## src/rtl/swam_pkg.sv

```systemverilog
// ---------------------------------------------------------------------------
// swam_pkg: shared types and constants for the sliding window anagram matcher
// Item layouts, store sizes and the letter-count store interface structs.
// ---------------------------------------------------------------------------
package swam_pkg;

   // alphabet and field widths
   localparam int NUM_LETTERS = 26;
   localparam int LETTER_W    = 5;
   localparam int MODE_W      = 2;

   // pattern capacity, ring of recent text letters
   localparam int MAX_PATTERN = 1024;
   localparam int RING_AW     = $clog2(MAX_PATTERN);
   localparam int LEN_W       = $clog2(MAX_PATTERN + 1);
   // per-letter counters wrap; their difference is a signed balance
   localparam int CNT_W       = LEN_W + 1;

   // result queue
   localparam int RSP_DEPTH   = 4;
   localparam int RSP_PTR_W   = $clog2(RSP_DEPTH);
   localparam int RSP_CNT_W   = $clog2(RSP_DEPTH + 1);

   // item modes
   localparam logic [MODE_W-1:0] MODE_CLEAR   = 2'd0;
   localparam logic [MODE_W-1:0] MODE_PATTERN = 2'd1;
   localparam logic [MODE_W-1:0] MODE_TEXT    = 2'd2;

   typedef logic [LETTER_W-1:0] letter_type;
   typedef logic [CNT_W-1:0]    count_type;

   typedef struct packed {
      logic [MODE_W-1:0] mode;
      letter_type        letter_code;
   } req_type;

   typedef struct packed {
      logic window_match;
      logic found;
      logic pattern_overflow;
   } rsp_type;

   // read addresses: entering letter and leaving letter
   typedef struct packed {
      letter_type addr_c;
      letter_type addr_g;
   } bal_rd_type;

   // one write per bank per cycle
   typedef struct packed {
      logic       inc_en;
      letter_type inc_addr;
      count_type  inc_data;
      logic       dec_en;
      letter_type dec_addr;
      count_type  dec_data;
   } bal_wr_type;

   // resolved counts, valid in the cycle after the read
   typedef struct packed {
      count_type inc_c;
      count_type dec_c;
      count_type inc_g;
      count_type dec_g;
   } bal_data_type;

endpackage

```

## src/rtl/swam_bal_store.sv

```systemverilog
// ---------------------------------------------------------------------------
// swam_bal_store: per-letter count store
// Two 26-entry banks (raised counts, lowered counts), each read at two
// letters with registered data and written at one. Valid bits per bank give
// a clear without a sweep; the write made at the read edge is forwarded.
// ---------------------------------------------------------------------------
module swam_bal_store (
   input  logic                   clock,
   input  logic                   reset,
   input  logic                   clear,
   input  swam_pkg::bal_rd_type   rd,
   input  swam_pkg::bal_wr_type   wr,
   output swam_pkg::bal_data_type rd_data
);
   import swam_pkg::*;

   count_type                inc_mem_ff [NUM_LETTERS];
   count_type                dec_mem_ff [NUM_LETTERS];
   logic [NUM_LETTERS-1:0]   inc_vld_ff;
   logic [NUM_LETTERS-1:0]   dec_vld_ff;
   count_type                inc_c_ff, dec_c_ff, inc_g_ff, dec_g_ff;
   letter_type               addr_c_ff, addr_g_ff;
   bal_wr_type               byp_ff;

   // memory banks: registered reads, read-first
   always_ff @(posedge clock) begin
      inc_c_ff <= inc_mem_ff[rd.addr_c];
      inc_g_ff <= inc_mem_ff[rd.addr_g];
      dec_c_ff <= dec_mem_ff[rd.addr_c];
      dec_g_ff <= dec_mem_ff[rd.addr_g];
      if (wr.inc_en) begin
         inc_mem_ff[wr.inc_addr] <= wr.inc_data;
      end
      if (wr.dec_en) begin
         dec_mem_ff[wr.dec_addr] <= wr.dec_data;
      end
      addr_c_ff <= rd.addr_c;
      addr_g_ff <= rd.addr_g;
   end

   // valid bits and forwarding register
   always_ff @(posedge clock) begin
      if (reset || clear) begin
         inc_vld_ff    <= '0;
         dec_vld_ff    <= '0;
         byp_ff.inc_en <= 1'b0;
         byp_ff.dec_en <= 1'b0;
      end else begin
         if (wr.inc_en) begin
            inc_vld_ff[wr.inc_addr] <= 1'b1;
         end
         if (wr.dec_en) begin
            dec_vld_ff[wr.dec_addr] <= 1'b1;
         end
         byp_ff.inc_en <= wr.inc_en;
         byp_ff.dec_en <= wr.dec_en;
      end
      byp_ff.inc_addr <= wr.inc_addr;
      byp_ff.inc_data <= wr.inc_data;
      byp_ff.dec_addr <= wr.dec_addr;
      byp_ff.dec_data <= wr.dec_data;
   end

   // resolve: forwarded write, else memory if valid, else zero
   always_comb begin
      if (byp_ff.inc_en && byp_ff.inc_addr == addr_c_ff) begin
         rd_data.inc_c = byp_ff.inc_data;
      end else begin
         rd_data.inc_c = inc_vld_ff[addr_c_ff] ? inc_c_ff : '0;
      end
      if (byp_ff.inc_en && byp_ff.inc_addr == addr_g_ff) begin
         rd_data.inc_g = byp_ff.inc_data;
      end else begin
         rd_data.inc_g = inc_vld_ff[addr_g_ff] ? inc_g_ff : '0;
      end
      if (byp_ff.dec_en && byp_ff.dec_addr == addr_c_ff) begin
         rd_data.dec_c = byp_ff.dec_data;
      end else begin
         rd_data.dec_c = dec_vld_ff[addr_c_ff] ? dec_c_ff : '0;
      end
      if (byp_ff.dec_en && byp_ff.dec_addr == addr_g_ff) begin
         rd_data.dec_g = byp_ff.dec_data;
      end else begin
         rd_data.dec_g = dec_vld_ff[addr_g_ff] ? dec_g_ff : '0;
      end
   end

   // a clear item never writes counts
   a_clear_no_write: assert property (@(posedge clock) disable iff (reset)
      clear |-> !(wr.inc_en || wr.dec_en))
      else $error("count write during clear");

endmodule

```

## config.mk

```make
export PLATFORM = sky130hd
export DESIGN_NAME = swam_bal_store
export DESIGN_NICKNAME = d
export VERILOG_FILES = /design/src/rtl/swam_pkg.sv /design/src/rtl/swam_bal_store.sv
export SDC_FILE = /design/constraint.sdc
export NUM_CORES = 1
export LEC_CHECK = 0
export BUFFER_PORTS_ARGS = -buffer_cell sky130_fd_sc_hd__buf_2
export CAP_MARGIN = 20
export CORE_MARGIN = 2
export CORE_UTILIZATION = 45
export CTS_CLUSTER_SIZE = 28
export DETAILED_ROUTE_END_ITERATION = 8
export HOLD_SLACK_MARGIN = 0.08
export SETUP_SLACK_MARGIN = 0.02
export SYNTH_ARGS = -nofsm -noshare
export SYNTH_HDL_FRONTEND = slang
export SYNTH_SLANG_ARGS = --single-unit
```

## constraint.sdc

```tcl
create_clock -name clock -period 4.62 [get_ports clock]
set_input_delay 0.924 -clock clock [delete_from_list [all_inputs] [get_ports clock]]
set_output_delay 0.924 -clock clock [all_outputs]
set_load 0.01 [all_outputs]
```

Word-level counts from Yosys, hierarchy flattened
Memory sizes are Yosys's and may differ from the RTL's. A register that Yosys moved wholly into a read port is not among the register bits.
Index checks and enable logic that the tools add are counted.
{"block": "word_totals", "ram_bits": 624, "word_cells": 55, "mem_count": 2, "out_inout_bits": 48, "in_bits": 49, "ff_bits": 98}
{"block": "op_classes", "n_lt_le_gt_ge": 6, "n_reduce_logical": 7, "eq_ne": 4, "mux": 24, "bitwise": 2}
{"name": "dec_mem_ff", "words": 26, "word_bits": 12, "read_ports": 2, "rd_ports_with_merged_regs": 2, "write_ports": 1, "line": "swam_bal_store.sv:18", "text": "count_type dec_mem_ff [NUM_LETTERS];"}
{"name": "inc_mem_ff", "words": 26, "word_bits": 12, "read_ports": 2, "rd_ports_with_merged_regs": 2, "write_ports": 1, "line": "swam_bal_store.sv:17", "text": "count_type inc_mem_ff [NUM_LETTERS];"}
{"cell": "12-bit two-way mux", "count": 8}
{"cell": "26-bit bitwise OR", "count": 2}
{"cell": "5-bit by 6-bit < comparator with 1-bit output, second input constant", "count": 4}
{"cell": "1-bit binary-select mux with 5-bit select", "count": 4}
{"cell": "5-bit equality test", "count": 4}
{"cell": "1-bit demux with 5-bit select", "count": 2}
{"cell": "5-bit by 1-bit greater-or-equal comparator with 1-bit output, second input constant", "count": 2}
{"cell": "1-bit two-way mux", "count": 10}
{"cell": "1-bit logical AND", "count": 6}
{"cell": "1-bit logical OR", "count": 1}

Depth between registers and ports, before layout
{"block": "logic_depth", "ltp_word": 5, "depth_mapped": 9, "mapped_depth_nobuf": 5}

Least setup slack after synthesis
OpenSTA, ideal clock, no wires.
{"block": "synth_path", "path_kind": "flip-flop to output port", "startpoint": "reg addr_c_ff[1]", "endpoint": "out rd_data[25] (netlist name)", "setup_slack_ns": 1.714, "n_path_buf": 2, "arrival_time_ns": 1.982, "stages_incl_launch_ff": 7, "required_time_ns": 3.696, "cell_sequence": "dfxtp_1 buf_1 mux4_2 a2111oi_2 a2111oi_4 buf_6 a22o_1"}
{"element": "from (decl)", "line": "swam_bal_store.sv:22", "text": "letter_type addr_c_ff, addr_g_ff;"}
{"element": "from (signal assigned)", "line": "swam_bal_store.sv:37", "text": "addr_c_ff <= rd.addr_c;"}
{"element": "to (decl)", "line": "swam_bal_store.sv:13", "text": "output swam_pkg::bal_data_type rd_data"}

==> impl_metrics.json <==
{
  "async_flop_share_pct": 0,
  "h-tree-depth": 3,
  "synth_top_cell_area_share_pct": 54.4,
  "grt_pass1_wl_mm": 135,
  "drive_gt1_share_pct": 33.4,
  "place.gp.congestion": 0.850,
  "core_area_um2": 75800,
  "period_minus_slack_ns": 4.40,
  "ys.flop_type": "edfxtp_1",
  "crit_start": "addr_c_ff[1]",
  "syn_avg_cell_area_um2": 17.7,
  "dp_slack_ns": 0.905,
  "clock_skew_ns": 0.0228,
  "ys_ff_latch": 770,
  "fin_ws_ns": 0.221,
  "ant_nets": 0,
  "dpl.hpwl_mm": 57.8,
  "start_kind": "flip-flop",
  "drc": 0,
  "worst_r2r_path_depth": 4,
  "power.density_nw_per_um2": 396,
  "drt-initial-drc-count": 2141,
  "synth_common_cells": "624 x edfxtp_1, 295 x mux4_2, 146 x dfxtp_1",
  "fmax_mhz": 227,
  "finish.instance_area_um2": 38900,
  "start_util_pct": 45.4,
  "critPathMaxFanout": 13,
  "die_area_um2": 78700,
  "syn_nets": 1991,
  "track_usage_pct": 23.8,
  "hold_path_startpoint": "wr[30]",
  "netlist_area_um2": 34400,
  "yosysMostFrequentCell": "edfxtp_1",
  "antenna_found_initial": 8,
  "syn_to_final_growth_pct": 13.0,
  "synth_top_area_cell": "edfxtp_1",
  "ctsResizeCount": 0,
  "cts_tree": "built",
  "place_area_um2": 36300,
  "final_nets": 2105,
  "clockBufferDepth": 3,
  "grt_max_degree": 71,
  "synth_area_leaders": "edfxtp_1 54%, mux4_2 19%, dfxtp_1 8.5%",
  "max_slew.worst_pin.slew_ns": 1.18,
  "finalCoreUtilization_pct": 51.3,
  "outcome": "finished clean",
  "clock_sinks": 770,
  "grt_overflow": 0,
  "wl_mm": 92.8,
  "synthCells": 1942,
  "grt_pass1_vias": 19930,
  "setup_viol": 0,
  "rrSetupSlack_ns": 2.48,
  "ys_warn_count": 0,
  "worst_path_max_delay_cell": "a2111oi_4",
  "synth-seq-area-share_pct": 62.9,
  "cts_root_buf": "clkbuf_16",
  "worstReg2RegStart": "dec_mem_ff[18][11]",
  "cp_data_arrival_time_ns": 3.47,
  "whs_endpoint": "byp_ff[30]",
  "rows": 101,
  "final_cells": 3101,
  "rsz0062_at_grt": "false",
  "io_buffers": 96,
  "clock_latency_ns": 0.63,
  "die_x_um": 281,
  "period_share_pct": 95.2,
  "cts_made_buffers": 78,
  "end_kind": "output port",
  "postCtsHoldBufs": 0,
  "critPathKind": "reg2out",
  "maxCapViolCount": 0,
  "synth-edff-count": 624,
  "setup-tns-final_ns": 0,
  "hold_class": "in2reg",
  "path_clk_slew_ns": 0.06,
  "pin_count": 97,
  "drtPass1Iterations": 5,
  "dp.cells": 2953,
  "wl_per_cell_um": 29.9,
  "ir_drop_mv": 0.278,
  "avgViaCountPerCell": 6.28,
  "cts_setup_buffers": 0,
  "synth.distinct_cells": 45,
  "via_count": 19468,
  "slew_viol_final": 0,
  "worstReg2RegEnd": "dec_g_ff[11]",
  "dieHeight_um": 281,
  "crit_chain": "nor2_1 -> a221o_1 -> and3_1 -> a2111oi_4 -> a22o_1 -> buf_2",
  "relSlewSlack_pct": 21.1,
  "p_leak_uw": 0.0129,
  "min_delay_path_depth": 1,
  "hold_violations": 0,
  "cp_data_required_time_ns": 3.70,
  "max_stage_delay_ns": 1.04
}
## worst max-delay path: cells and delay by family, from the launching register on
family                 cells  cell delay (ns)
flip-flops                 1             0.64
AND/OR/NAND/NOR            2             0.43
buffers and inverters      1             0.14
AO/OA/AOI/OAI              3             1.66
## sequential cells by signal, indices dropped and copies added (netlist names)
signal	flops
dec_g_ff	12
addr_c_ff	5
inc_mem_ff	312
inc_g_ff	12
inc_c_ff	12
byp_ff	36
dec_vld_ff	26
addr_g_ff	5
inc_vld_ff	26
dec_c_ff	12
dec_mem_ff	312
## final cells by class
type                            instances  area [µm²]
Fill cell                            6164       36900
Sequential cell                       770       21700
Multi-Input combinational cell       1026       12100
Clock buffer                          108        2210
Timing Repair Buffer                  178        1280
Tap cell                              978        1220
Clock inverter                         37         395
Inverter                                2        7.51
Antenna cell                            2        5.00
## metal layers
metal | vias to the layer above | part of all wire (%) | track usage [%] | wire (µm)
met5 | - | 0.031 | 0 | 29
met1 | 10341 | 43 | 34.3 | 39700
li1 | 8227 | - | - | -
met2 | 786 | 47 | 37.3 | 43800
met4 | 6 | 1.8 | 6.17 | 1680
met3 | 108 | 8.2 | 4.99 | 7580
## kinds of logic (layout without fill, tap and decap cells)
family          count (synthesis)  after routing  synth area share (%)
compound gates                268            268                  5.91
xor+xnor                       20             20                 0.509
buf+inv                       146            325                  1.97
flops                         770            770                  62.9
mux                           476            476                  25.0
other cells                     0              2                     0
simple gates                  262            262                  3.71
## report_power, final
part           switching (µW)  internal [µW]  total (µW)  leakage (µW)
Combinational             707            517        1220       0.00479
Sequential               84.1           7630        7720       0.00683
Clock                    2650           3800        6460       0.00127
Total                    3440          12000       15400        0.0129
## worst max-delay path by stage
stage          depth (start not counted)  slack [ns]           to
2_1_floorplan                          6        1.71  rd_data[25]
3_3_place_gp                           6        1.05  rd_data[34]
3_5_place_dp                           6        0.91  rd_data[24]
4_1_cts                                6        0.25  rd_data[24]
5_1_grt                                6         0.1  rd_data[24]
6_report                               6        0.22  rd_data[28]
## through the flow
stage / hold slack (ns) / power [µW]
after floorplan: 0.449 / 8600
after global placement: 0.469 / 9060
after detailed placement: 0.480 / 9080
after CTS: 0.421 / 15500
after global routing: 0.444 / 15800
final: 0.455 / 15400
## cell usage in the layout, fill, tap and decap left out, types with 48 or more instances in the layout
cell       instances
mux2_2            98
clkbuf_16         83
nand2_1           51
mux2i_1           80
o21a_1            52
buf_4             72
nor2_1            99
buf_2             90
o211ai_1          48
o21ai_0           48
nor2b_1           52
edfxtp_1         624
a22o_1            48
a211oi_1          50
mux4_2           295
dfxtp_1          146
(Power assumes the default switching activity.)
