$ cat config.mk
export PLATFORM = sky130hd
export DESIGN_NAME = swam_rsp_queue
export DESIGN_NICKNAME = d
export VERILOG_FILES = /design/src/rtl/swam_pkg.sv /design/src/rtl/swam_rsp_queue.sv
export SDC_FILE = /design/constraint.sdc
export NUM_CORES = 1
export LEC_CHECK = 0
export ABC_AREA = 1
export BUFFER_PORTS_ARGS = -buffer_cell sky130_fd_sc_hd__buf_2
export CAP_MARGIN = 20
export CORE_MARGIN = 2
export CORE_UTILIZATION = 48
export CTS_CLUSTER_SIZE = 12
export DETAILED_ROUTE_END_ITERATION = 8
export PLACE_DENSITY_LB_ADDON = 0.25
export SYNTH_ARGS = -nofsm -noshare
export SYNTH_HDL_FRONTEND = slang
export SYNTH_SLANG_ARGS = --single-unit
$ cat constraint.sdc
create_clock -name clock -period 1.2 [get_ports clock]
set_clock_uncertainty 0.15 [all_clocks]
set_input_delay 0 -clock clock [delete_from_list [all_inputs] [get_ports clock]]
set_output_delay 0 -clock clock [all_outputs]
set_load 0.02 [all_outputs]
$ cat src/rtl/swam_pkg.sv
// ---------------------------------------------------------------------------
// swam_pkg: shared types and constants for the sliding window anagram matcher
// Item layouts, store sizes and the letter-count store interface structs.
// ---------------------------------------------------------------------------
package swam_pkg;

   // alphabet and field widths
   localparam int NUM_LETTERS = 26;
   localparam int LETTER_W    = 5;
   localparam int MODE_W      = 2;

   // pattern capacity, ring of recent text letters
   localparam int MAX_PATTERN = 1024;
   localparam int RING_AW     = $clog2(MAX_PATTERN);
   localparam int LEN_W       = $clog2(MAX_PATTERN + 1);
   // per-letter counters wrap; their difference is a signed balance
   localparam int CNT_W       = LEN_W + 1;

   // result queue
   localparam int RSP_DEPTH   = 4;
   localparam int RSP_PTR_W   = $clog2(RSP_DEPTH);
   localparam int RSP_CNT_W   = $clog2(RSP_DEPTH + 1);

   // item modes
   localparam logic [MODE_W-1:0] MODE_CLEAR   = 2'd0;
   localparam logic [MODE_W-1:0] MODE_PATTERN = 2'd1;
   localparam logic [MODE_W-1:0] MODE_TEXT    = 2'd2;

   typedef logic [LETTER_W-1:0] letter_type;
   typedef logic [CNT_W-1:0]    count_type;

   typedef struct packed {
      logic [MODE_W-1:0] mode;
      letter_type        letter_code;
   } req_type;

   typedef struct packed {
      logic window_match;
      logic found;
      logic pattern_overflow;
   } rsp_type;

   // read addresses: entering letter and leaving letter
   typedef struct packed {
      letter_type addr_c;
      letter_type addr_g;
   } bal_rd_type;

   // one write per bank per cycle
   typedef struct packed {
      logic       inc_en;
      letter_type inc_addr;
      count_type  inc_data;
      logic       dec_en;
      letter_type dec_addr;
      count_type  dec_data;
   } bal_wr_type;

   // resolved counts, valid in the cycle after the read
   typedef struct packed {
      count_type inc_c;
      count_type dec_c;
      count_type inc_g;
      count_type dec_g;
   } bal_data_type;

endpackage

$ cat src/rtl/swam_rsp_queue.sv
// ---------------------------------------------------------------------------
// swam_rsp_queue: result queue
// Small FIFO of result items between the pipeline and the rsp channel.
// ---------------------------------------------------------------------------
module swam_rsp_queue (
   input  logic                          clock,
   input  logic                          reset,
   input  logic                          push,
   input  swam_pkg::rsp_type             push_data,
   input  logic                          pop,
   output logic                          out_valid,
   output swam_pkg::rsp_type             out_data,
   output logic [swam_pkg::RSP_CNT_W-1:0] count
);
   import swam_pkg::*;

   rsp_type                q_mem_ff [RSP_DEPTH];
   logic [RSP_PTR_W-1:0]   wr_ptr_ff, wr_ptr_in;
   logic [RSP_PTR_W-1:0]   rd_ptr_ff, rd_ptr_in;
   logic [RSP_CNT_W-1:0]   count_ff, count_in;

   function automatic logic [RSP_PTR_W-1:0] ptr_next(input logic [RSP_PTR_W-1:0] p);
      logic [RSP_PTR_W-1:0] n;
      n = (p == RSP_PTR_W'(RSP_DEPTH - 1)) ? '0 : p + RSP_PTR_W'(1);
      return n;
   endfunction

   // pointers and fill count
   always_comb begin
      wr_ptr_in = push ? ptr_next(wr_ptr_ff) : wr_ptr_ff;
      rd_ptr_in = pop  ? ptr_next(rd_ptr_ff) : rd_ptr_ff;
      unique case ({push, pop})
         2'b10:   count_in = count_ff + RSP_CNT_W'(1);
         2'b01:   count_in = count_ff - RSP_CNT_W'(1);
         default: count_in = count_ff;
      endcase
   end

   always_ff @(posedge clock) begin
      if (reset) begin
         wr_ptr_ff <= '0;
         rd_ptr_ff <= '0;
         count_ff  <= '0;
      end else begin
         wr_ptr_ff <= wr_ptr_in;
         rd_ptr_ff <= rd_ptr_in;
         count_ff  <= count_in;
      end
   end

   // storage
   always_ff @(posedge clock) begin
      if (push) begin
         q_mem_ff[wr_ptr_ff] <= push_data;
      end
   end

   assign out_valid = (count_ff != '0);
   assign out_data  = q_mem_ff[rd_ptr_ff];
   assign count     = count_ff;

endmodule

## Word level (Yosys, flattened, before mapping)

Memories as Yosys holds them, arrays and structs flattened. A register that Yosys moved wholly into a read port is not among the register bits.
Index checks and enable logic that the tools add are counted.

| storage, ports and cells | value |
|---|---|
| output and inout bits | 7 |
| RAM bits | 12 |
| input bits | 7 |
| memories kept | 1 |
| register bits after elaboration | 7 |

Memory list:

| name | depth | bits a word | read ports | clocked after memory_dff | wr ports | RTL line | text |
|---|---|---|---|---|---|---|---|
| q_mem_ff | 4 | 3 | 1 | 1 | 1 | swam_rsp_queue.sv:17 | `rsp_type q_mem_ff [RSP_DEPTH];` |

| cells by class | value |
|---|---|
| reduce and logical (&&, ||, !) cells | 2 |
| muxes and demuxes | 7 |
| equal/unequal tests | 4 |
| $add $sub $neg | 4 |

Operator list:

| kind | count |
|---|---|
| $mux W2 | 4 |
| $eq A2 B2 Y1 const B | 3 |
| $pmux W3 S2 | 1 |
| $add A2 B1 Y2 const B | 2 |
| $add A3 B1 Y3 const B | 1 |
| $reduce_bool A3 Y1 | 1 |
| $sub A3 B1 Y3 const B | 1 |
| $eq A2 B1 Y1 const B | 1 |
| $mux W1 | 2 |
| $reduce_bool A2 Y1 | 1 |

## Logic depth before layout (Yosys ltp)

Gate-level depths: netlist of the first run.

| logic depth | value |
|---|---|
| depth after elaboration | 4 |
| gate-level depth with buffers | 8 |
| depth with buffers taken out | 8 |

## Worst setup path before layout of the first run

Ideal clock, no wire load.

| path | value |
|---|---|
| kind | flip-flop to flip-flop |
| from | register count_ff[0] (netlist: count[0]) |
| to | register count_ff[2] (netlist: count[2]) |
| path slack | -0.194 ns |
| stages on the path, launching flop included | 7 |
| setup time | 0.064 ns |
| arrival | 1.180 ns |
| clock period less this slack | 1.394 ns |
| cells stage by stage | dfxtp_1 > fa_1 > nand2_1 > nand2_1 > nor2_1 > nor2_1 > nor2_1 |

| between the ends | value |
|---|---|
| longest elaborated chain between the ends | 2 |
| elaborated cells on any way between the ends | 3 |

Ends and longest elaborated chain:

| what | RTL line | text |
|---|---|---|
| start: declaration | swam_rsp_queue.sv:20 | `logic [RSP_CNT_W-1:0] count_ff, count_in;` |
| start signal: assignment | swam_rsp_queue.sv:47 | `count_ff <= count_in;` |
| $sub A3 B1 Y3 / $add A3 B1 Y3 (equally long branches) | swam_rsp_queue.sv:34, swam_rsp_queue.sv:33 |  |
| $pmux W3 S2 (*) | swam_rsp_queue.sv:32 | `unique case ({push, pop})` |

Every way passes the cells marked *; elsewhere a longest branch is shown, timed or not.
A chain may end at the register's enable or synchronous reset.

## Worst setup path in the final report of the first run

| path | value |
|---|---|
| from | register count_ff[1] (netlist: count[1]) |
| to | register count_ff[2] (netlist: count[2]) |

The elaborated chain is that of the path after synthesis.

==> flow_summary.rst, run 1 <==
.. list-table::
   :header-rows: 1

   * - Metric
     - Value
   * - Total global-route track usage
     - 17.7%
   * - Die width
     - 47.4 um
   * - Failing checks
     - setup timing
   * - RSZ-0062 raised after global routing
     - yes
   * - Number of global-route vias before repair
     - 639
   * - FF-to-FF setup slack
     - -160 ps
   * - Cell area power density
     - between 1000 and 1500 mW/mm2
   * - Met3 Routed Length
     - 43 um
   * - Switching part of the total power
     - between 20 and 30%
   * - Synthesized netlist net count
     - about 100
   * - Global-route wire length before repair
     - about 2.6 mm
   * - Post-route cell area
     - about 0.0012 mm2
   * - Final number of hold-violating endpoints
     - 0
   * - Total power after layout
     - between 0.0015 and 0.002 W
   * - Worst path required time
     - approximately 1300 ps
   * - Total setup violations reported at the end of the flow
     - 6
   * - DR top layer
     - met4
   * - Floorplan Core Area
     - roughly 0.0017 mm2
   * - Longest Clk Path Bufs
     - 2
   * - Highest Clock Rate
     - ~0.74 GHz
   * - Worst-skew pair later-pin latency
     - around 300 ps
   * - Number of fillers in the final layout
     - between 100 and 150
   * - Worst Path Buf+Inv
     - 0
   * - Met1 routed wirelength after detailed routing
     - 616 um
   * - Critical register-to-register path endpoint
     - count[2]
   * - Kind of critical path
     - reg2reg
   * - Worst hold-check slack
     - 46.2 ps
   * - Die Area
     - ~0.0022 mm2
   * - WL per Instance
     - ~12 um
   * - Slowest Stage Delay on Critical Path
     - between 400 and 500 ps
   * - Hold path startpoint
     - pop
   * - Most common cell type on the critical path
     - nor2_1
   * - Cell Chain, Critical Path
     - fa_2, nor2_1, nor2_2, nor2_1, nor2_1
   * - Post-synthesis sequential area ratio
     - 59.9%
   * - Sequential cell fraction of total power
     - between 50% and 60%
   * - Detailed-route via count
     - about 700
   * - Top-level I/O count
     - 14
   * - Worst path top cell family by delay
     - adder cells
   * - Max IR drop VDD
     - 0.000740 V
   * - Number of nets with antenna violations after routing
     - 0
   * - Arrival time reported for the critical path endpoint
     - around 1400 ps
   * - Headroom to the max-slew limit
     - between 80% and 90%
   * - Peak fanout along the critical path
     - 3
   * - Flop and latch count out of synthesis
     - 21
   * - Outcome
     - finished with violations
   * - Clock tree from TritonCTS
     - yes
   * - Hold crit path type
     - in2reg
   * - Part of the total power dissipated in the clock network
     - a little over a fifth
   * - Placed cell areas
     - 0.00105 mm2
   * - Combinational fraction of design power
     - about a quarter
   * - Number of unique standard cell types used by synthesis
     - 15
   * - Total Routed Length
     - between 1.5 and 2 mm
   * - Max Cap Violations
     - 0
   * - Via/cell ratio
     - between 4 and 5
   * - Synthesized cell area
     - around 900 um2
   * - Final cycle utilization of the critical path
     - 113%
   * - Site Rows
     - 15
   * - Final critical path time including I/O delays and setup
     - 1360 ps
   * - Met2 routed WL
     - 1.02 mm
   * - Maximum level of the CTS H-tree
     - 1
   * - Drt drc
     - 0
   * - Final GP Congestion
     - about 0.7
   * - TritonCTS buffer count
     - 3
   * - Critical path launch point type
     - flip-flop
   * - Diodes inserted
     - 0
   * - Drt first pass iters
     - 4
   * - Pin count of the biggest net entering global routing
     - 13
   * - Hold path depth
     - 4
   * - Final setup TNS
     - -651 ps
   * - Switching power summed over all nets
     - around 0.00043 W
   * - Slowest stage cell, crit path
     - fa_2
   * - Final-report max-slew violation count
     - 0
   * - Number of warnings reported in the yosys synthesis log
     - 0
   * - Reg2Reg Depth
     - 5
   * - Leakage dissipation
     - approximately 0.54 nW
   * - Starting utilization of the core area
     - about half
   * - Layout overhead on the synthesized area
     - 34.8%
   * - Total Nets Final
     - between 100 and 150
   * - Remaining Overflow, GRT
     - 0
   * - Hold Crit Endpoint
     - count[1]
   * - Clock sink count
     - 21
   * - Cell count after synthesis
     - 89
   * - Cell-internal power
     - 0.00111 W
   * - Setup crit end kind
     - flip-flop
   * - DRC violation total after the first TritonRoute iteration
     - 2
   * - Fraction of layout cells with a size suffix above 1
     - between 30% and 40%
   * - Transition at the pin with the smallest max-transition slack
     - between 150 and 200 ps
   * - Worst r2r src
     - count[1]
   * - Die extent in y
     - about 47 um
   * - Detail Placement HPWL
     - between 1 and 1.5 mm
   * - Count of buffers from port buffering
     - 13
   * - Root buffer cell
     - clkbuf_4
   * - Minimum setup slack in the final design
     - -156 ps
   * - Total instance count after detailed placement
     - around 130
   * - Mean instance size in the synthesized netlist
     - slightly above 10 um2
   * - Final non-filler cell total
     - 146
   * - Clock transition at the register clock pins on the worst setup and hold paths after CTS
     - 110 ps
   * - Antenna violations before repair
     - 0
cell usage after synthesis:
cell type,n,share of area [%]
nor2_1,16,6.7
inv_1,14,5.8
edfxtp_1,12,40
nand2_1,11,4.6
dfxtp_1,9,20
o21ai_0,7,3.9
ha_1,6,8.3
a21oi_1,3,1.7
o21ai_1,3,1.7
o22ai_1,3,2.1
fa_1,1,2.2
inv_2,1,0.42
nand4_1,1,0.69
nor3_2,1,1.1
xnor2_1,1,0.97
metrics by stage:
stage          util, %  setup slack (ps)
2_1_floorplan        -             -70.7
3_3_place_gp      59.9             -49.4
6_report          69.7              -156
3_5_place_dp      59.9              -147
4_1_cts           65.9              -145
5_1_grt           69.7              -236
what timing repair did:
item / in CTS / in global routing
pin swaps: 3 / 2
buffers inserted: 1 / 1
endpoints found under the hold margin: 21 / 9
setup endpoints to repair: 17 / 20
resized for setup: 11 / 11
hold buffers: 5 / 4
flip-flops by register name, indices dropped and copies added, names as in the netlist, named ones only:
| name | cells |
|---|---|
| count | 3 |
| q_mem_ff | 12 |
| rd_ptr_ff | 2 |
| wr_ptr_ff | 2 |
layout by cell type, fill, tap and decap left out, drive strengths merged, types with 6 or more instances in the layout:
| cell type | Yosys | final |
|---|---|---|
| nor2 | 16 | 16 |
| nand2 | 11 | 11 |
| edfxtp | 12 | 12 |
| inv | 15 | 15 |
| dlygate4sd3 | 0 | 9 |
| ha | 6 | 6 |
| o21ai | 10 | 10 |
| buf | 0 | 19 |
| dfxtp | 9 | 9 |
cells by family (layout without fill, tap and decap cells):
group                      after synthesis  count (layout)  share of synthesized area, %
buffers and inverters                   15              47                          6.24
adders and majority gates                7               7                          10.5
AOI/OAI and AO/OA                       16              16                          9.29
xor gates and xnor gates                 1               1                         0.971
DFF                                     21              21                          59.9
and+or+nand+nor                         29              29                          13.0
worst register-to-register path, cell delays in order (launching register included):
cell and delay, ps:
dfxtp_4 360, fa_2 410, nor2_1 130, nor2_2 50, nor2_1 100, nor2_1 50
cell type report:
cell class	count	area (um2)	area share [%]
Sequential cell	21	551	45.3
Multi-Input combinational cell	53	327	26.9
Timing Repair Buffer	28	224	18.4
Inverter	15	56.3	4.63
Tap cell	25	31.3	2.57
Clock buffer	3	22.5	1.85
Clock inverter	1	5.00	0.412
layer usage:
layer | track usage (%) | up-vias
li1 | - | 356
met1 | 16.7 | 327
met2 | 34.6 | 10
met3 | 3.46 | 5
met4 | 10.0 | 0
met5 | 0 | -
power groups by stage:
stage / combinational (W) / sequential [W] / clock (W)
CTS: 0.000316 / 0.000850 / 0.000343
detailed placement: 0.000272 / 0.000865 / 0
global route: 0.000401 / 0.000859 / 0.000370
finish: 0.000359 / 0.000850 / 0.000330
global placement: 0.000261 / 0.000862 / 0
floorplan: 0.000156 / 0.000874 / 0
how the worst max path moves through the flow:
stage | start | endpoint | slack (ps) | depth (start not counted)
after global placement | push | count[1] | -50 | 6
after CTS | count[1] | count[2] | -150 | 6
after detailed placement | push | count[2] | -150 | 9
final | count[1] | count[2] | -160 | 5
after global routing | count[1] | count[2] | -240 | 5
after floorplan | count[1] | count[2] | -70 | 6
No activity file was read; power rests on OpenSTA's default activity.
==> inputs of run 2 (changes only) <==
BUFFER_PORTS_ARGS = -buffer_cell sky130_fd_sc_hd__buf_4   (was -buffer_cell sky130_fd_sc_hd__buf_2)
CORE_UTILIZATION = 39   (was 48)
==> flow_summary.rst, run 2 (synthesized netlist as in run 1, its figures left out) <==
.. list-table::
   :header-rows: 1

   * - Metric
     - Value
   * - Combinational fraction of design power
     - 23.1% (-0.2 points)
   * - Final GP Congestion
     - 0.788 (+12%)
   * - Detail Placement HPWL
     - 1.13 mm (-7.1%)
   * - FF-to-FF setup slack
     - -100 ps (+50 ps)
   * - Leakage dissipation
     - 0.543 nW (-0.21%)
   * - Number of nets with antenna violations after routing
     - 0 (unchanged)
   * - Total Nets Final
     - 135 (-0.74%)
   * - Total setup violations reported at the end of the flow
     - 5 (-1)
   * - Drt drc
     - 0 (unchanged)
   * - Die width
     - 52.1 um (+10%)
   * - Placed cell areas
     - 0.00109 mm2 (+4.2%)
   * - Critical register-to-register path endpoint
     - count[2]
   * - Top-level I/O count
     - 14 (unchanged)
   * - Outcome
     - finished with violations
   * - Site Rows
     - 17 (+2)
   * - Max IR drop VDD
     - 0.000648 V (-12%)
   * - Final setup TNS
     - -385 ps (+265 ps)
   * - Final critical path time including I/O delays and setup
     - 1300 ps (-52.7 ps)
   * - Sequential cell fraction of total power
     - 55.9% (+0.7 points)
   * - Number of flip-flops under the largest register name
     - 12 (unchanged)
   * - Switching power summed over all nets
     - 0.000416 W (-3.4%)
   * - Worst path required time
     - 1250 ps (about the same)
   * - Count of buffers from port buffering
     - 13 (unchanged)
   * - Met2 routed WL
     - 784 um (-23%)
   * - Most flops, register
     - q_mem_ff
   * - Total global-route track usage
     - 13.5% (-4.2 points)
   * - Switching part of the total power
     - 27.2% (-0.81 points)
   * - Setup crit end kind
     - flip-flop
   * - Cell area power density
     - 1220 mW/mm2 (-3.4%)
   * - Headroom to the max-slew limit
     - 87.4% (+0.76 points)
   * - Cell-internal power
     - 0.00112 W (+0.61%)
   * - Post-route cell area
     - 0.00125 mm2 (+3.0%)
   * - Hold Crit Endpoint
     - count[0]
   * - Die extent in y
     - 52.1 um (+10%)
   * - Reg2Reg Depth
     - 5 (unchanged)
   * - Final cycle utilization of the critical path
     - 109% (-4.4 points)
   * - Fraction of layout cells with a size suffix above 1
     - 40.0% (+7.8 points)
   * - Max Cap Violations
     - 0 (unchanged)
   * - Die Area
     - 0.00271 mm2 (+21%)
   * - Layout overhead on the synthesized area
     - 38.8%
   * - Starting utilization of the core area
     - 41.2% (-11 points)
   * - Failing checks
     - setup timing
   * - Via/cell ratio
     - 4.64 (-3.0%)
   * - Clock tree from TritonCTS
     - yes
   * - Hold path depth
     - 4 (unchanged)
   * - Worst r2r src
     - count[1]
   * - Drt first pass iters
     - 4 (unchanged)
   * - Met1 routed wirelength after detailed routing
     - 705 um (+14%)
   * - Maximum level of the CTS H-tree
     - 1 (unchanged)
   * - Diodes inserted
     - 0 (unchanged)
   * - Total Routed Length
     - 1.56 mm (-9.1%)
   * - Number of global-route vias before repair
     - 658 (+3.0%)
   * - Remaining Overflow, GRT
     - 0 (unchanged)
   * - Most frequent cells in the layout
     - buf_4, nor2_1, edfxtp_1
   * - TritonCTS buffer count
     - 3 (unchanged)
   * - Arrival time reported for the critical path endpoint
     - 1350 ps (-70 ps)
   * - Transition at the pin with the smallest max-transition slack
     - 188 ps (-11.4 ps)
   * - Clock transition at the register clock pins on the worst setup and hold paths after CTS
     - 110 ps (about the same)
   * - Global-route wire length before repair
     - 2.66 mm (+1.3%)
   * - Hold crit path type
     - in2reg
   * - Floorplan Core Area
     - 0.00219 mm2 (+26%)
   * - RSZ-0062 raised after global routing
     - yes
   * - DR top layer
     - met4
   * - Final-report max-slew violation count
     - 0 (unchanged)
   * - Highest Clock Rate
     - 0.767 GHz (+4.0%)
   * - DRC violation total after the first TritonRoute iteration
     - 7 (+5)
   * - Minimum setup slack in the final design
     - -103 ps (+52.7 ps)
   * - Root buffer cell
     - clkbuf_4
   * - Antenna violations before repair
     - 0 (unchanged)
   * - Met3 Routed Length
     - 52 um (+21%)
   * - Worst-skew pair later-pin latency
     - 290 ps (about the same)
   * - Detailed-route via count
     - 686 (-1.7%)
   * - Total power after layout
     - 0.00153 W (-0.50%)
   * - WL per Instance
     - 10.5 um (-10%)
   * - Clock sink count
     - 21 (unchanged)
   * - Minimum setup slack after placement
     - -109 ps (+37.9 ps)
   * - Peak fanout along the critical path
     - 3 (unchanged)
   * - Kind of critical path
     - reg2reg
   * - Part of the total power dissipated in the clock network
     - 21.0% (-0.4 points)
   * - Longest Clk Path Bufs
     - 2 (unchanged)
   * - Critical path launch point type
     - flip-flop
   * - Hold path startpoint
     - pop
   * - Final number of hold-violating endpoints
     - 0 (unchanged)
   * - Pin count of the biggest net entering global routing
     - 12 (-1)
   * - Most common cell after layout, fill and taps aside
     - buf_4
[run 2: worst max-delay path by stage]
stage | from | endpoint | cells past startpoint
CTS | count[0] | count[2] | 5
finish | count[1] | count[2] | 5
floorplan | count[1] | count[2] | 6
global placement | push | count[1] | 6
detailed placement | push | count[1] | 6
global route | count[1] | count[2] | 6
[run 2: stage by stage]
stage	instances	hold WS (ps)	utilization, %
2_1_floorplan	89	-80.3	-
3_3_place_gp	136	42.4	49.7
3_5_place_dp	136	39.9	49.7
4_1_cts	148	11.4	55.7
5_1_grt	148	75.8	57.2
6_report	148	14.2	57.2
[run 2: layer usage]
metal | up-vias | track usage (%)
met5 | - | 0
met4 | 0 | 5.26
met3 | 2 | 2.87
met2 | 10 | 23.0
met1 | 319 | 16.6
li1 | 355 | -
[run 2: repair_timing]
action,in CTS,in global routing
hold endpoints to repair,21,0
endpoints found under the setup margin,17,16
resized for setup,14,17
buffers inserted,0,0
hold buffers,8,0
pin swaps,5,6
[run 2: worst max-delay path, cell delays in order (launching register included)]
cell     delay, ps
dfxtp_4        370
fa_2           410
nor2_1         110
nor2_1          50
nor2_1          80
nor2_1          40
[run 2: area by class of cell]
| class | instances | area [um2] |
|---|---|---|
| timing repair buffer | 27 | 230 |
| sequential | 21 | 558 |
| tap | 28 | 35.0 |
| fill | 191 | 938 |
| multi-input combinational | 53 | 342 |
| inverter | 15 | 61.3 |
| clock buffer | 4 | 26.3 |
[run 2: power groups by stage]
stage | Combinational (W) | Clock, W | Sequential, W
finish | 0.000354 | 0.000322 | 0.000856
CTS | 0.000337 | 0.000329 | 0.000851
global route | 0.000395 | 0.000350 | 0.000865
detailed placement | 0.000299 | 0 | 0.000864
floorplan | 0.000156 | 0 | 0.000874
global placement | 0.000292 | 0 | 0.000863
==> inputs of run 3 (changes only) <==
CTS_BUF_LIST = sky130_fd_sc_hd__clkbuf_4   (was unset)
==> flow_summary.rst, run 3 (synthesized netlist as in run 1, its figures left out) <==
.. list-table::
   :header-rows: 1

   * - Metric
     - Value
   * - Met2 track demand over resource
     - 23.2% (+0.21 points)
   * - Number of nets with antenna violations after routing
     - 0 (unchanged)
   * - Placed cell areas
     - 0.00109 mm2 (unchanged)
   * - Final critical path time including I/O delays and setup
     - 1310 ps (+1.80 ps)
   * - Most frequent cells in the layout
     - buf_4, nor2_1, edfxtp_1
   * - Switching part of the total power
     - 26.8% (-0.38 points)
   * - Peak fanout along the critical path
     - 3 (unchanged)
   * - Remaining Overflow, GRT
     - 0 (unchanged)
   * - Longest Clk Path Bufs
     - 2 (unchanged)
   * - Total Nets Final
     - 136 (+0.74%)
   * - Switching power summed over all nets
     - 0.000419 W (+0.56%)
   * - Kind of critical path
     - reg2reg
   * - Total instance count after detailed placement
     - 136 (unchanged)
   * - Most flops, register
     - q_mem_ff
   * - Final GP Congestion
     - 0.788 (unchanged)
   * - Hold crit path type
     - in2reg
   * - Final non-filler cell total
     - 149 (+0.68%)
   * - GR Util met3
     - 2.87% (unchanged)
   * - WL per Instance
     - 10.6 um (+1.1%)
   * - Clock tree from TritonCTS
     - yes
   * - Combinational fraction of design power
     - 23.1% (about the same)
   * - Via/cell ratio
     - 4.60 (-0.82%)
   * - Drt first pass iters
     - 5 (+1)
   * - Detailed-route via count
     - 685 (-0.15%)
   * - Antenna violations before repair
     - 0 (unchanged)
   * - Top-level I/O count
     - 14 (unchanged)
   * - Reg2Reg Depth
     - 6 (+1)
   * - Met1 Usage GRT
     - 16.4% (-0.19 points)
   * - Number of flip-flops under the largest register name
     - 12 (unchanged)
   * - Leakage dissipation
     - 0.550 nW (+1.4%)
   * - Final number of hold-violating endpoints
     - 0 (unchanged)
   * - Root buffer cell
     - clkbuf_4
   * - Transition at the pin with the smallest max-transition slack
     - 193 ps (+5.30 ps)
   * - Cell area power density
     - 1230 mW/mm2 (+0.86%)
   * - Die width
     - 52.1 um (unchanged)
   * - Failing checks
     - setup timing
   * - DRC violation total after the first TritonRoute iteration
     - 9 (+2)
   * - Final-report max-slew violation count
     - 0 (unchanged)
   * - Pin count of the biggest net entering global routing
     - 12 (unchanged)
   * - TritonCTS buffer count
     - 3 (unchanged)
   * - Post-route cell area
     - 0.00127 mm2 (+1.1%)
   * - Number of global-route vias before repair
     - 668 (+1.5%)
   * - Headroom to the max-slew limit
     - 87.1% (-0.35 points)
   * - Total Routed Length
     - 1.58 mm (+1.7%)
   * - Worst-skew pair later-pin latency
     - 290 ps (about the same)
   * - Minimum setup slack in the final design
     - -105 ps (-1.80 ps)
   * - Detail Placement HPWL
     - 1.13 mm (unchanged)
   * - Site Rows
     - 17 (unchanged)
   * - Outcome
     - finished with violations
   * - Die Area
     - 0.00271 mm2 (unchanged)
   * - RSZ-0062 raised after global routing
     - yes
   * - Floorplan Core Area
     - 0.00219 mm2 (unchanged)
   * - Hold path depth
     - 4 (unchanged)
   * - Part of the total power dissipated in the clock network
     - 22.1% (+1.1 points)
   * - Total setup violations reported at the end of the flow
     - 5 (unchanged)
   * - Highest Clock Rate
     - 0.766 GHz (-0.14%)
   * - Layout overhead on the synthesized area
     - 40.4%
   * - Most common cell after layout, fill and taps aside
     - buf_4
   * - Sequential cell fraction of total power
     - 54.8% (-1.1 points)
   * - Fraction of layout cells with a size suffix above 1
     - 40.5% (+0.50 points)
   * - Die extent in y
     - 52.1 um (unchanged)
   * - Final cycle utilization of the critical path
     - 109% (+0.15 points)
   * - Clock sink count
     - 21 (unchanged)
   * - Critical path launch point type
     - flip-flop
   * - Maximum level of the CTS H-tree
     - 1 (unchanged)
   * - Arrival time reported for the critical path endpoint
     - 1390 ps (+40 ps)
   * - Worst path required time
     - 1290 ps (+40 ps)
   * - Drt drc
     - 0 (unchanged)
   * - Global-route wire length before repair
     - 2.66 mm (+0.26%)
   * - Max Cap Violations
     - 0 (unchanged)
   * - Starting utilization of the core area
     - 41.2% (unchanged)
   * - Global-route layer with the greatest usage
     - met2
   * - Diodes inserted
     - 0 (unchanged)
   * - Max IR drop VDD
     - 0.000653 V (+0.83%)
   * - Cell-internal power
     - 0.00114 W (+2.5%)
   * - Clock transition at the register clock pins on the worst setup and hold paths after CTS
     - 110 ps (about the same)
   * - Total global-route track usage
     - 13.6% (+0.061 points)
   * - Count of buffers from port buffering
     - 13 (unchanged)
   * - Setup crit end kind
     - flip-flop
-- run 3: cell types whose count changed in the layout (fill, tap and decap cells not counted) --
cell / delta
clkbuf_4: +1
dlygate4sd3_1: +1
clkbuf_1: -1
-- run 3: power by group through the flow --
stage	combinational (W)	sequential, W	clock, W
finish	0.000361	0.000857	0.000345
global route	0.000400	0.000866	0.000374
CTS	0.000343	0.000851	0.000349
detailed placement	0.000299	0.000864	0
global placement	0.000292	0.000863	0
floorplan	0.000156	0.000874	0
-- run 3: what timing repair did --
action	in CTS	in global routing
resized for setup	15	16
setup buffers	0	0
cloned	0	0
hold endpoints to repair	21	0
pin swaps	5	6
hold buffers	9	0
endpoints found under the setup margin	17	16
-- run 3: metal layers --
| layer | vias to the layer above | wire length, um |
|---|---|---|
| met3 | 2 | 47 |
| met1 | 320 | 729 |
| li1 | 355 | - |
| met4 | 0 | 12 |
| met5 | - | 0 |
| met2 | 8 | 792 |
-- run 3: critical path, cell delays in order (launching register included) --
cell and delay (ps):
dfxtp_4 370, fa_2 410, nand2_2 80, nand2_1 50, nor2_1 80, nor2_1 40, nor2_1 70
-- run 3: metrics by stage --
step                hold WS, ps  worst slack (ps)  util (%)  setup TNS (ps)  power (W)
finish                     35.6              -105      57.8            -398    0.00156
global route                109              -180      57.8            -768    0.00164
CTS                        34.9             -93.0      56.3            -385    0.00154
detailed placement         39.9              -109      49.7            -358    0.00116
global placement           42.4             -62.5      49.7            -157    0.00115
floorplan                 -80.3             -70.7         -            -131    0.00103
-- run 3: cell type report --
| class | instances | area, um2 |
|---|---|---|
| Clock buffer | 4 | 30.0 |
| Fill cell | 191 | 925 |
| Inverter | 15 | 61.3 |
| Multi-Input combinational cell | 53 | 342 |
| Sequential cell | 21 | 558 |
| Tap cell | 28 | 35.0 |
| Timing Repair Buffer | 28 | 240 |
-- run 3: worst paths after layout --
check / to / slack, ps / start
max: count[2] / -110 / count[1]
min: count[0] / 40 / pop
max reg2reg: count[2] / -110 / count[1]
min reg2reg: flip-flop / 360 / rd_ptr_ff[0]
